<file path="config.mk">
export PLATFORM = sky130hd
export DESIGN_NAME = ordered_list_engine
export DESIGN_NICKNAME = d
export VERILOG_FILES = /design/src/rtl/ole_pkg.sv /design/src/rtl/ole_datapath.sv /design/src/rtl/ole_ctrl.sv /design/src/rtl/ordered_list_engine.sv
export SDC_FILE = /design/constraint.sdc
export NUM_CORES = 2
export LEC_CHECK = 0
export BUFFER_PORTS_ARGS = -buffer_cell sky130_fd_sc_hd__buf_2
export CORE_UTILIZATION = 60
export DETAILED_ROUTE_END_ITERATION = 7
export GPL_ROUTABILITY_DRIVEN = 1
export HOLD_SLACK_MARGIN = 0.02
export PLACE_DENSITY = 0.78
export SETUP_SLACK_MARGIN = 0.3
export SLEW_MARGIN = 20
export SYNTH_ARGS = -nofsm -noshare
export SYNTH_HDL_FRONTEND = slang
export SYNTH_HIERARCHICAL = 1
export SYNTH_SLANG_ARGS = --single-unit
</file>
<file path="constraint.sdc">
create_clock -name clk_i -period 10.6 [get_ports clk_i]
set_clock_uncertainty 0.1 [all_clocks]
set_input_delay 0 -clock clk_i [delete_from_list [all_inputs] [get_ports clk_i]]
set_output_delay 0 -clock clk_i [all_outputs]
set_load 0.02 [all_outputs]
</file>
<file path="src/rtl/ole_pkg.sv">
// ----------------------------------------------------------------------------
// ole_pkg: shared types and constants of the ordered list engine
// Operation codes, result status codes, and the command and status bundles
// that pass between the list controller and the list datapath.
// ----------------------------------------------------------------------------
package ole_pkg;

  // Store geometry
  localparam int DEPTH  = 16;
  localparam int IDX_W  = $clog2(DEPTH);
  localparam int CNT_W  = $clog2(DEPTH + 1);
  localparam int DATA_W = 32;
  localparam int OP_W   = 3;
  localparam int STAT_W = 2;

  // Stream payload widths, padded up to whole bytes
  localparam int IN_TDATA_W  = ((DATA_W + 7) / 8) * 8;
  localparam int OUT_BITS    = DATA_W + CNT_W + STAT_W;
  localparam int OUT_TDATA_W = ((OUT_BITS + 7) / 8) * 8;

  // Operation codes carried in the input tuser
  typedef enum logic [OP_W-1:0] {
    OP_PUSH    = 3'd0,
    OP_POP     = 3'd1,
    OP_REVERSE = 3'd2,
    OP_INSERT  = 3'd3,
    OP_CLEAR   = 3'd4,
    OP_DUMP    = 3'd5
  } op_e;

  // Result status codes
  typedef enum logic [STAT_W-1:0] {
    ST_DONE  = 2'd0,
    ST_FULL  = 2'd1,
    ST_EMPTY = 2'd2
  } status_e;

  // Cell row operations
  //   CELL_INS : open a gap at the insert position and write the operand
  //   CELL_MOVE: cells below the target take their successor, the target
  //              takes the front entry (rotate, pop, reverse step)
  typedef enum logic [1:0] {
    CELL_HOLD = 2'd0,
    CELL_INS  = 2'd1,
    CELL_MOVE = 2'd2
  } cell_op_e;

  typedef enum logic [1:0] {
    HELD_KEEP = 2'd0,
    HELD_INC  = 2'd1,
    HELD_DEC  = 2'd2,
    HELD_CLR  = 2'd3
  } held_op_e;

  // Controller to datapath
  typedef struct packed {
    logic             latch_value;
    cell_op_e         cell_op;
    logic             ins_from_scan;
    logic [IDX_W-1:0] move_idx;
    held_op_e         held_op;
    logic             scan_clr;
    logic             scan_en;
    logic             scan_first;
    logic [IDX_W-1:0] scan_idx;
    logic             out_load;
    logic             out_dump;
    logic             out_last;
    status_e          out_status;
  } cmd_t;

  // Datapath to controller
  typedef struct packed {
    logic [CNT_W-1:0] held;
    logic             out_free;
  } stat_t;

endpackage

</file>
<file path="src/rtl/ole_datapath.sv">
// ----------------------------------------------------------------------------
// ole_datapath: entry row, insert scan and result register
// Holds the entries as a row of cells that shift or rotate by command, the
// entry count, the order and position trackers of the insert scan, and the
// output register of the result stream.
// ----------------------------------------------------------------------------
module ole_datapath (
  input  logic                                clk_i,
  input  logic                                rst_ni,
  input  logic signed [ole_pkg::DATA_W-1:0]   value_i,
  input  ole_pkg::cmd_t                       cmd_i,
  output ole_pkg::stat_t                      stat_o,
  output logic                                m_axis_tvalid,
  input  logic                                m_axis_tready,
  output logic [ole_pkg::OUT_TDATA_W-1:0]     m_axis_tdata,
  output logic                                m_axis_tuser,
  output logic                                m_axis_tlast
);
  import ole_pkg::*;

  logic signed [DATA_W-1:0] entries_q [DEPTH];
  logic signed [DATA_W-1:0] entries_d [DEPTH];
  logic signed [DATA_W-1:0] value_q;
  logic [CNT_W-1:0]         held_q, held_d;

  logic signed [DATA_W-1:0] prev_q;
  logic                     fall_q, gt_found_q, lt_found_q;
  logic [IDX_W-1:0]         gt_pos_q, lt_pos_q;
  logic signed [DATA_W-1:0] cur;
  logic [IDX_W-1:0]         ins_pos;
  logic [IDX_W-1:0]         tail_pos;

  logic                     out_valid_q;
  logic signed [DATA_W-1:0] out_elem_q;
  logic [CNT_W-1:0]         out_cnt_q;
  status_e                  out_status_q;
  logic                     out_has_q, out_last_q;
  logic                     out_free;

  assign cur      = entries_q[0];
  assign tail_pos = held_q[IDX_W-1:0];

  // Pick the insert position from the scan result
  always_comb begin
    ins_pos = '0;
    if (cmd_i.ins_from_scan) begin
      if (fall_q) begin
        ins_pos = lt_found_q ? lt_pos_q : tail_pos;
      end else begin
        ins_pos = gt_found_q ? gt_pos_q : tail_pos;
      end
    end
  end

  // Next value of each cell: its neighbors, the front entry or the operand only
  always_comb begin
    for (int i = 0; i < DEPTH; i++) begin
      entries_d[i] = entries_q[i];
      case (cmd_i.cell_op)
        CELL_INS: begin
          if (IDX_W'(i) == ins_pos) begin
            entries_d[i] = value_q;
          end else if (IDX_W'(i) > ins_pos && i > 0) begin
            entries_d[i] = entries_q[(i > 0) ? i - 1 : 0];
          end
        end
        CELL_MOVE: begin
          if (IDX_W'(i) == cmd_i.move_idx) begin
            entries_d[i] = entries_q[0];
          end else if (IDX_W'(i) < cmd_i.move_idx && i < DEPTH - 1) begin
            entries_d[i] = entries_q[(i < DEPTH - 1) ? i + 1 : i];
          end
        end
        default: begin
          entries_d[i] = entries_q[i];
        end
      endcase
    end
  end

  always_ff @(posedge clk_i) begin
    for (int i = 0; i < DEPTH; i++) begin
      entries_q[i] <= entries_d[i];
    end
  end

  // Capture the operand of an accepted item
  always_ff @(posedge clk_i) begin
    if (cmd_i.latch_value) begin
      value_q <= value_i;
    end
  end

  // Entry count
  always_comb begin
    case (cmd_i.held_op)
      HELD_INC: held_d = held_q + CNT_W'(1);
      HELD_DEC: held_d = held_q - CNT_W'(1);
      HELD_CLR: held_d = '0;
      default:  held_d = held_q;
    endcase
  end

  always_ff @(posedge clk_i or negedge rst_ni) begin
    if (!rst_ni) begin
      held_q <= '0;
    end else begin
      held_q <= held_d;
    end
  end

  // Track order and both candidate positions while the row rotates past
  always_ff @(posedge clk_i or negedge rst_ni) begin
    if (!rst_ni) begin
      fall_q     <= 1'b0;
      gt_found_q <= 1'b0;
      lt_found_q <= 1'b0;
    end else if (cmd_i.scan_clr) begin
      fall_q     <= 1'b0;
      gt_found_q <= 1'b0;
      lt_found_q <= 1'b0;
    end else if (cmd_i.scan_en) begin
      if (!cmd_i.scan_first && prev_q > cur) begin
        fall_q <= 1'b1;
      end
      if (!gt_found_q && cur > value_q) begin
        gt_found_q <= 1'b1;
      end
      if (!lt_found_q && cur < value_q) begin
        lt_found_q <= 1'b1;
      end
    end
  end

  always_ff @(posedge clk_i) begin
    if (cmd_i.scan_en) begin
      prev_q <= cur;
      if (!gt_found_q) begin
        gt_pos_q <= cmd_i.scan_idx;
      end
      if (!lt_found_q) begin
        lt_pos_q <= cmd_i.scan_idx;
      end
    end
  end

  // Result register: load when free, drop valid once the transfer is taken
  assign out_free = !out_valid_q || m_axis_tready;

  always_ff @(posedge clk_i or negedge rst_ni) begin
    if (!rst_ni) begin
      out_valid_q <= 1'b0;
    end else if (cmd_i.out_load) begin
      out_valid_q <= 1'b1;
    end else if (m_axis_tready) begin
      out_valid_q <= 1'b0;
    end
  end

  always_ff @(posedge clk_i) begin
    if (cmd_i.out_load) begin
      out_elem_q   <= cmd_i.out_dump ? entries_q[0] : '0;
      out_has_q    <= cmd_i.out_dump;
      out_last_q   <= cmd_i.out_last;
      out_cnt_q    <= held_q;
      out_status_q <= cmd_i.out_status;
    end
  end

  assign stat_o.held     = held_q;
  assign stat_o.out_free = out_free;

  assign m_axis_tvalid = out_valid_q;
  assign m_axis_tdata  = {{(OUT_TDATA_W - OUT_BITS){1'b0}}, out_status_q, out_cnt_q,
                          out_elem_q};
  assign m_axis_tuser  = out_has_q;
  assign m_axis_tlast  = out_last_q;

  // Checks
  a_held_bound: assert property (@(posedge clk_i) disable iff (!rst_ni)
    held_q <= CNT_W'(DEPTH))
    else $error("entry count above depth");

  a_load_free: assert property (@(posedge clk_i) disable iff (!rst_ni)
    cmd_i.out_load |-> out_free)
    else $error("result loaded over an untaken transfer");

  a_ins_room: assert property (@(posedge clk_i) disable iff (!rst_ni)
    (cmd_i.cell_op == CELL_INS) |-> (held_q != CNT_W'(DEPTH)))
    else $error("insert into a full row");

  a_inc_step: assert property (@(posedge clk_i) disable iff (!rst_ni)
    (cmd_i.held_op == HELD_INC) |=> (held_q == $past(held_q) + CNT_W'(1)))
    else $error("entry count did not advance");

endmodule

</file>
<file path="src/rtl/ole_ctrl.sv">
// ----------------------------------------------------------------------------
// ole_ctrl: operation sequencer of the ordered list engine
// Accepts one operation at a time, steps the datapath through the scan,
// reverse and dump walks, and issues the result transfers.
// ----------------------------------------------------------------------------
module ole_ctrl (
  input  logic                          clk_i,
  input  logic                          rst_ni,
  input  logic                          s_axis_tvalid,
  output logic                          s_axis_tready,
  input  logic [ole_pkg::OP_W-1:0]      op_i,
  input  ole_pkg::stat_t                stat_i,
  output ole_pkg::cmd_t                 cmd_o
);
  import ole_pkg::*;

  typedef enum logic [6:0] {
    S_IDLE   = 7'b0000001,
    S_EXEC   = 7'b0000010,
    S_SCAN   = 7'b0000100,
    S_INSERT = 7'b0001000,
    S_REV    = 7'b0010000,
    S_DUMP   = 7'b0100000,
    S_RESP   = 7'b1000000
  } state_e;

  state_e           state_q, state_d;
  logic [OP_W-1:0]  op_q, op_d;
  status_e          status_q, status_d;
  logic [IDX_W-1:0] k_q, k_d;
  logic [CNT_W-1:0] k_next;
  logic [CNT_W-1:0] held_m1;
  logic [CNT_W-1:0] rev_idx;
  logic             full, empty;
  logic             accept;

  assign accept  = s_axis_tvalid && s_axis_tready;
  assign full    = (stat_i.held == CNT_W'(DEPTH));
  assign empty   = (stat_i.held == '0);
  assign k_next  = {1'b0, k_q} + CNT_W'(1);
  assign held_m1 = stat_i.held - CNT_W'(1);
  assign rev_idx = held_m1 - {1'b0, k_q};

  assign s_axis_tready = (state_q == S_IDLE);

  // Sequencer
  always_comb begin
    state_d  = state_q;
    op_d     = op_q;
    status_d = status_q;
    k_d      = k_q;
    cmd_o    = '0;
    cmd_o.cell_op    = CELL_HOLD;
    cmd_o.held_op    = HELD_KEEP;
    cmd_o.out_status = status_q;
    cmd_o.scan_idx   = k_q;
    cmd_o.move_idx   = held_m1[IDX_W-1:0];

    case (state_q)
      S_IDLE: begin
        if (accept) begin
          cmd_o.latch_value = 1'b1;
          op_d     = op_i;
          status_d = ST_DONE;
          k_d      = '0;
          state_d  = S_EXEC;
        end
      end

      S_EXEC: begin
        state_d = S_RESP;
        case (op_q)
          OP_PUSH: begin
            if (full) begin
              status_d = ST_FULL;
            end else begin
              cmd_o.cell_op = CELL_INS;
              cmd_o.held_op = HELD_INC;
            end
          end
          OP_POP: begin
            if (empty) begin
              status_d = ST_EMPTY;
            end else begin
              cmd_o.cell_op = CELL_MOVE;
              cmd_o.held_op = HELD_DEC;
            end
          end
          OP_REVERSE: begin
            if (stat_i.held > CNT_W'(1)) begin
              state_d = S_REV;
            end
          end
          OP_INSERT: begin
            if (full) begin
              status_d = ST_FULL;
            end else begin
              cmd_o.scan_clr = 1'b1;
              state_d = empty ? S_INSERT : S_SCAN;
            end
          end
          OP_CLEAR: begin
            cmd_o.held_op = HELD_CLR;
          end
          OP_DUMP: begin
            if (!empty) begin
              state_d = S_DUMP;
            end
          end
          default: begin
            state_d = S_RESP;
          end
        endcase
      end

      // Rotate the row once around, watching each entry at the front
      S_SCAN: begin
        cmd_o.cell_op    = CELL_MOVE;
        cmd_o.scan_en    = 1'b1;
        cmd_o.scan_first = (k_q == '0);
        k_d = k_q + IDX_W'(1);
        if (k_next == stat_i.held) begin
          state_d = S_INSERT;
        end
      end

      S_INSERT: begin
        cmd_o.cell_op       = CELL_INS;
        cmd_o.ins_from_scan = 1'b1;
        cmd_o.held_op       = HELD_INC;
        state_d = S_RESP;
      end

      // Move the front entry to the shrinking tail, one step per cycle
      S_REV: begin
        cmd_o.cell_op  = CELL_MOVE;
        cmd_o.move_idx = rev_idx[IDX_W-1:0];
        k_d = k_q + IDX_W'(1);
        if (k_next + CNT_W'(1) == stat_i.held) begin
          state_d = S_RESP;
        end
      end

      // Send the front entry and rotate, one per free output slot
      S_DUMP: begin
        if (stat_i.out_free) begin
          cmd_o.out_load = 1'b1;
          cmd_o.out_dump = 1'b1;
          cmd_o.out_last = (k_next == stat_i.held);
          cmd_o.cell_op  = CELL_MOVE;
          k_d = k_q + IDX_W'(1);
          if (k_next == stat_i.held) begin
            state_d = S_IDLE;
          end
        end
      end

      S_RESP: begin
        if (stat_i.out_free) begin
          cmd_o.out_load = 1'b1;
          cmd_o.out_last = 1'b1;
          state_d = S_IDLE;
        end
      end

      default: begin
        state_d = S_IDLE;
      end
    endcase
  end

  always_ff @(posedge clk_i or negedge rst_ni) begin
    if (!rst_ni) begin
      state_q  <= S_IDLE;
      op_q     <= '0;
      status_q <= ST_DONE;
      k_q      <= '0;
    end else begin
      state_q  <= state_d;
      op_q     <= op_d;
      status_q <= status_d;
      k_q      <= k_d;
    end
  end

  // Checks
  a_dump_nonempty: assert property (@(posedge clk_i) disable iff (!rst_ni)
    (state_q == S_DUMP) |-> !empty)
    else $error("dump walk over an empty row");

  a_scan_room: assert property (@(posedge clk_i) disable iff (!rst_ni)
    (state_q == S_SCAN) |-> !full)
    else $error("insert scan on a full row");

  a_accept_exec: assert property (@(posedge clk_i) disable iff (!rst_ni)
    accept |=> (state_q == S_EXEC))
    else $error("accepted item not dispatched");

endmodule

</file>
<file path="src/rtl/ordered_list_engine.sv">
// ----------------------------------------------------------------------------
// ordered_list_engine: bounded list of signed 32-bit values
// Takes one list operation per input transfer (push front, pop front,
// reverse, ordered insert, clear, dump) and returns its result transfers.
// ----------------------------------------------------------------------------
// Usage:
//   Input stream: tuser carries the operation code, tdata the operand value.
//   Output stream: one transfer per operation, tlast high; a dump sends one
//   transfer per held entry from front to back, tlast on the final one, and
//   tuser high where tdata carries an entry. An empty dump sends one
//   transfer with tuser low.
//   The block works on one operation at a time; tready is high only while
//   it waits for the next item. What each operation does (n = entries held):
//     push, pop, clear, unused codes, rejects on a full list: a direct result
//     ordered insert: one rotation of the entry row to find order and
//       position, then the insert
//     reverse: n - 1 front-to-tail moves, none below two entries
//     dump: one entry leaves the row per output transfer; a single
//       transfer if empty
//   A stalled receiver holds the result register; the block waits with it
//   and resumes when the transfer completes.
//   Reset empties the list at once; no clearing pass is needed.
// ----------------------------------------------------------------------------
module ordered_list_engine (
  input  logic                              clk_i,
  input  logic                              rst_ni,
  // Input stream
  input  logic                              s_axis_tvalid,
  output logic                              s_axis_tready,
  input  logic [ole_pkg::IN_TDATA_W-1:0]    s_axis_tdata,  // [31:0] value
  input  logic [ole_pkg::OP_W-1:0]          s_axis_tuser,  // [2:0] op
  // Output stream
  output logic                              m_axis_tvalid,
  input  logic                              m_axis_tready,
  output logic [ole_pkg::OUT_TDATA_W-1:0]   m_axis_tdata,  // [31:0] element,
                                                           // [36:32] entry_count,
                                                           // [38:37] status
  output logic                              m_axis_tuser,  // [0] has_element
  output logic                              m_axis_tlast
);
  import ole_pkg::*;

  cmd_t  cmd;
  stat_t stat;

  ole_ctrl u_ctrl (
    .clk_i         (clk_i),
    .rst_ni        (rst_ni),
    .s_axis_tvalid (s_axis_tvalid),
    .s_axis_tready (s_axis_tready),
    .op_i          (s_axis_tuser),
    .stat_i        (stat),
    .cmd_o         (cmd)
  );

  ole_datapath u_datapath (
    .clk_i         (clk_i),
    .rst_ni        (rst_ni),
    .value_i       (s_axis_tdata[DATA_W-1:0]),
    .cmd_i         (cmd),
    .stat_o        (stat),
    .m_axis_tvalid (m_axis_tvalid),
    .m_axis_tready (m_axis_tready),
    .m_axis_tdata  (m_axis_tdata),
    .m_axis_tuser  (m_axis_tuser),
    .m_axis_tlast  (m_axis_tlast)
  );

endmodule

</file>
==> summary.md <==
| Metric | Value |
|---|---|
| Netlist cell types | 79 |
| Max Clock Freq | 184 MHz |
| Highest metal used | met5 |
| Vias | 27.0k |
| Fin. max-slew vios | 0 |
| Power density over the cells | 235 nW/µm² |
| Crit path max-delay family | simple AND/OR/NAND/NOR gates |
| VDD IR max | 0.000179 V |
| DRC | 0 |
| Mapped Cells | 3108 |
| RSZ-0062 raised after global routing | false |
| Starting Density | 60.8% |
| Die Ht | 255 µm |
| Hold Vio Cnt, Final | 0 |
| Synthesized area | 38500 µm² |
| Sink Count | 650 |
| CTS H-tree lvls | 3 |
| Total GRT Usage | 33.9% |
| Critical path type | reg -> reg |
| Top cells by area, synth | edfxtp_1, mux2i_1, ha_1 |
| Slew Limit Headroom | 12.7% |
| Routed len/inst | 27.5 µm |
| TNS Setup | 0 ns |
| Clk pin slew, worst setup/hold paths | 0.06 ns |
| Final Instance Area | 42400 µm² |
| Hold Crit Class | in -> reg |
| Worst Tran Pin Value | 1.31 ns |
| Worst Path Required | 10.76 ns |
| Primary FF master, synth | edfxtp_1 |
| Lkg Pwr | 14.6 nW |
| Maximum number of pins on one net before global-route repair | 148 |
| Fin util | 67.1% |
| Total CTS buffers | 73 |
| Row count | 92 |
| Synth top area share | 48.8% |
| Die area | 65100 µm² |
| Post-DP HPWL | 63700 µm |
| IO Pins | 83 |
| Top cells by count, synth | mux2i_1, edfxtp_1, nor2_1 |
| Crit path arrival time | 5.59 ns |
| Status | completed |
| Metal-1 WL | 45100 µm |
| Clock Tree Buf Depth | 3 |
| Drt total wl | 111000 µm |
| Post-synth EDFFs | 625 |
| Clock Latency Late Sink | 0.62 ns |
| Clock Tree Root | clkbuf_16 |
| Met2 wire len | 50500 µm |
| Antenna cell count | 0 |
| Syn_nets | 3227 |
| Crit path capture type | register |
| Layout cells sized above 1 | 10.1% |
| Vias in the first global route | 26.7k |
| GP Congestion | 0.876 |
| Initial antenna violation count | 3 |
| Initial DRC count | 3119 |
| Placed Cells | 3831 |
| Final period utilization | 51.2% |
| DR WL met3 | 10800 µm |
| Layout area overhead | 10.3% |
| Core area | 63200 µm² |
| First-pass GRT wire length | 165000 µm |
| Total power | 0.00997 W |
| Crit path largest cell delay | 0.82 ns |
| GRT Residual Overflow | 0 |
| Leading area contributor after synthesis | edfxtp_1 |
| Crit start category | register |
| Routed vias/inst | 6.71 |
| IO Port Bufs | 81 |
| Synth warn | 6 |
| Max Cap Viol | 0 |
| Slowest CP cell | or2_2 |
| Post-CTS setup buffer count | 0 |
| Syn Area/Cell | 12.4 µm² |
| Ys async rst share | 3.85% |
| Die Wd | 255 µm |
| CP max FO | 35 |
| #FFs+latches synth | 650 |
| CP bufs+invs | 4 |
| Antenna viol nets, final | 0 |
| Final min period | 5.43 ns |
| Placed Area | 39500 µm² |
| Pre-antenna DRT Iters | 6 |
| Setup Viol. Count Final | 0 |
| Cell breakdown of the critical path | inv_1, ha_1, inv_1, ha_1, a21o_1, a21oi_1, xnor2_1, nor2_1, xnor2_1, nand2b_1, or2_2, buf_4, a211oi_4, buf_4 |
| Nets | 3250 |
| Non-Filler Instances | 4030 |
| Sequential fraction of the synthesis area | 50.4% |
| CTS tree | done |
| Most numerous cell in the Yosys netlist | mux2i_1 |
==> final timing paths <==
| kind | startpoint | to | slack (ns) | depth (start not counted) |
|---|---|---|---|---|
| worst max-delay path | u_datapath/held_q[0] | u_datapath/entries_q[0][240] | 5.17 | 14 |
| max in group asynchronous | rst_ni | u_ctrl/state_q[2] | 9.87 | 4 |
| worst max register to register | u_datapath/held_q[0] | u_datapath/entries_q[0][240] | 5.17 | 14 |
| min in group asynchronous | rst_ni | u_datapath/held_q[1] | 0.35 | 4 |
| worst min-delay path | s_axis_tdata[0] | u_datapath/value_q[0] | 0.06 | 2 |
| worst min register to register | u_ctrl/status_q[0] | u_datapath/out_status_q[0] | 0.35 | 0 |
==> kinds of logic (layout without fill, tap and decap cells) <==
family | count (synthesis) | after routing | share of synthesized area [%]
AO/OA/AOI/OAI | 355 | 355 | 5.66
other | 1 | 1 | 0.00975
multiplexers | 1183 | 1183 | 30.8
flip-flops | 650 | 650 | 50.4
XOR/XNOR | 23 | 23 | 0.563
AND/OR/NAND/NOR | 465 | 465 | 5.91
buffers and inverters | 351 | 427 | 3.96
adder cells (fa/ha/maj) | 80 | 80 | 2.64
==> timing repair <==
item                      CTS  global route
hold endpoints to repair   71             0
hold buffers               71             0
gates resized for setup     0             0
==> metal layers <==
| layer | up-vias | track usage (%) |
|---|---|---|
| li1 | 11712 | - |
| met1 | 13449 | 46.4 |
| met2 | 1569 | 53.1 |
| met3 | 308 | 5.87 |
| met4 | 2 | 14.7 |
| met5 | - | 0 |
==> metrics by stage <==
stage / hold slack (ns) / setup slack, ns
2_1_floorplan: -0.396 / 2.41
3_3_place_gp: -0.0478 / 5.42
3_5_place_dp: -0.0449 / 5.35
4_1_cts: 0.0338 / 5.34
5_1_grt: 0.0815 / 4.98
6_report: 0.0580 / 5.17
==> registers in the layout (all words and copies together) (netlist names), 2 cells and up <==
| signal | flops |
|---|---|
| u_datapath/prev_q | 32 |
| u_datapath/entries_q | 512 |
| u_ctrl/status_q | 2 |
| u_datapath/held_q | 5 |
| u_datapath/value_q | 32 |
| u_ctrl/state_q | 7 |
| u_datapath/out_status_q | 2 |
| u_datapath/out_cnt_q | 5 |
| u_datapath/gt_pos_q | 4 |
| u_ctrl/k_q | 4 |
| u_ctrl/op_q | 3 |
| u_datapath/out_elem_q | 32 |
| u_datapath/lt_pos_q | 4 |
==> layout make-up <==
| type | instances | area [µm²] |
|---|---|---|
| Fill cell | 4519 | 20800 |
| Sequential cell | 650 | 19400 |
| Clock inverter | 31 | 229 |
| Multi-Input combinational cell | 2107 | 17800 |
| Tap cell | 846 | 1060 |
| Clock buffer | 97 | 1960 |
| Inverter | 85 | 319 |
| Timing Repair Buffer | 214 | 1620 |
==> cells in the final DEF (no fill, tap or decap), types with 4 or more instances in the layout <==
cell type      synthesis  layout
buf_4                 26      60
a21o_1                35      35
a21oi_4                0       4
ha_1                  78      77
nor2b_1               10      10
and3_1                33      31
nand4_1               17      17
dlygate4sd3_1          0      70
nor3_1                22      17
clkinv_2               0      15
inv_1                 85      84
mux2_2                 8       8
o21ai_0               59      59
and2_1                38      36
xnor2_1               10      10
clkbuf_1             156      22
buf_2                 67      81
or2_2                  5       5
nand2_1               77      73
a21oi_1              184     180
nand3_1               21      20
dfrtp_1               24      24
nor2_1               199     188
mux2i_1             1175    1175
nor2_4                 3      14
nand2_2                0       4
nor3_2                 3       7
a221o_1               28      28
clkinv_1               0      10
nor3b_1                4       4
xor2_1                11      11
edfxtp_1             625     625
a31o_2                 4       4
clkbuf_16              0      75
nand2b_1              11      10
==> where the power goes <==
part | switching (W) | total (W) | internal (W)
clock network | 0.00105 | 0.00242 | 0.00137
registers | 0.000469 | 0.00402 | 0.00355
logic | 0.00226 | 0.00353 | 0.00126
(Power assumes the default switching activity.)
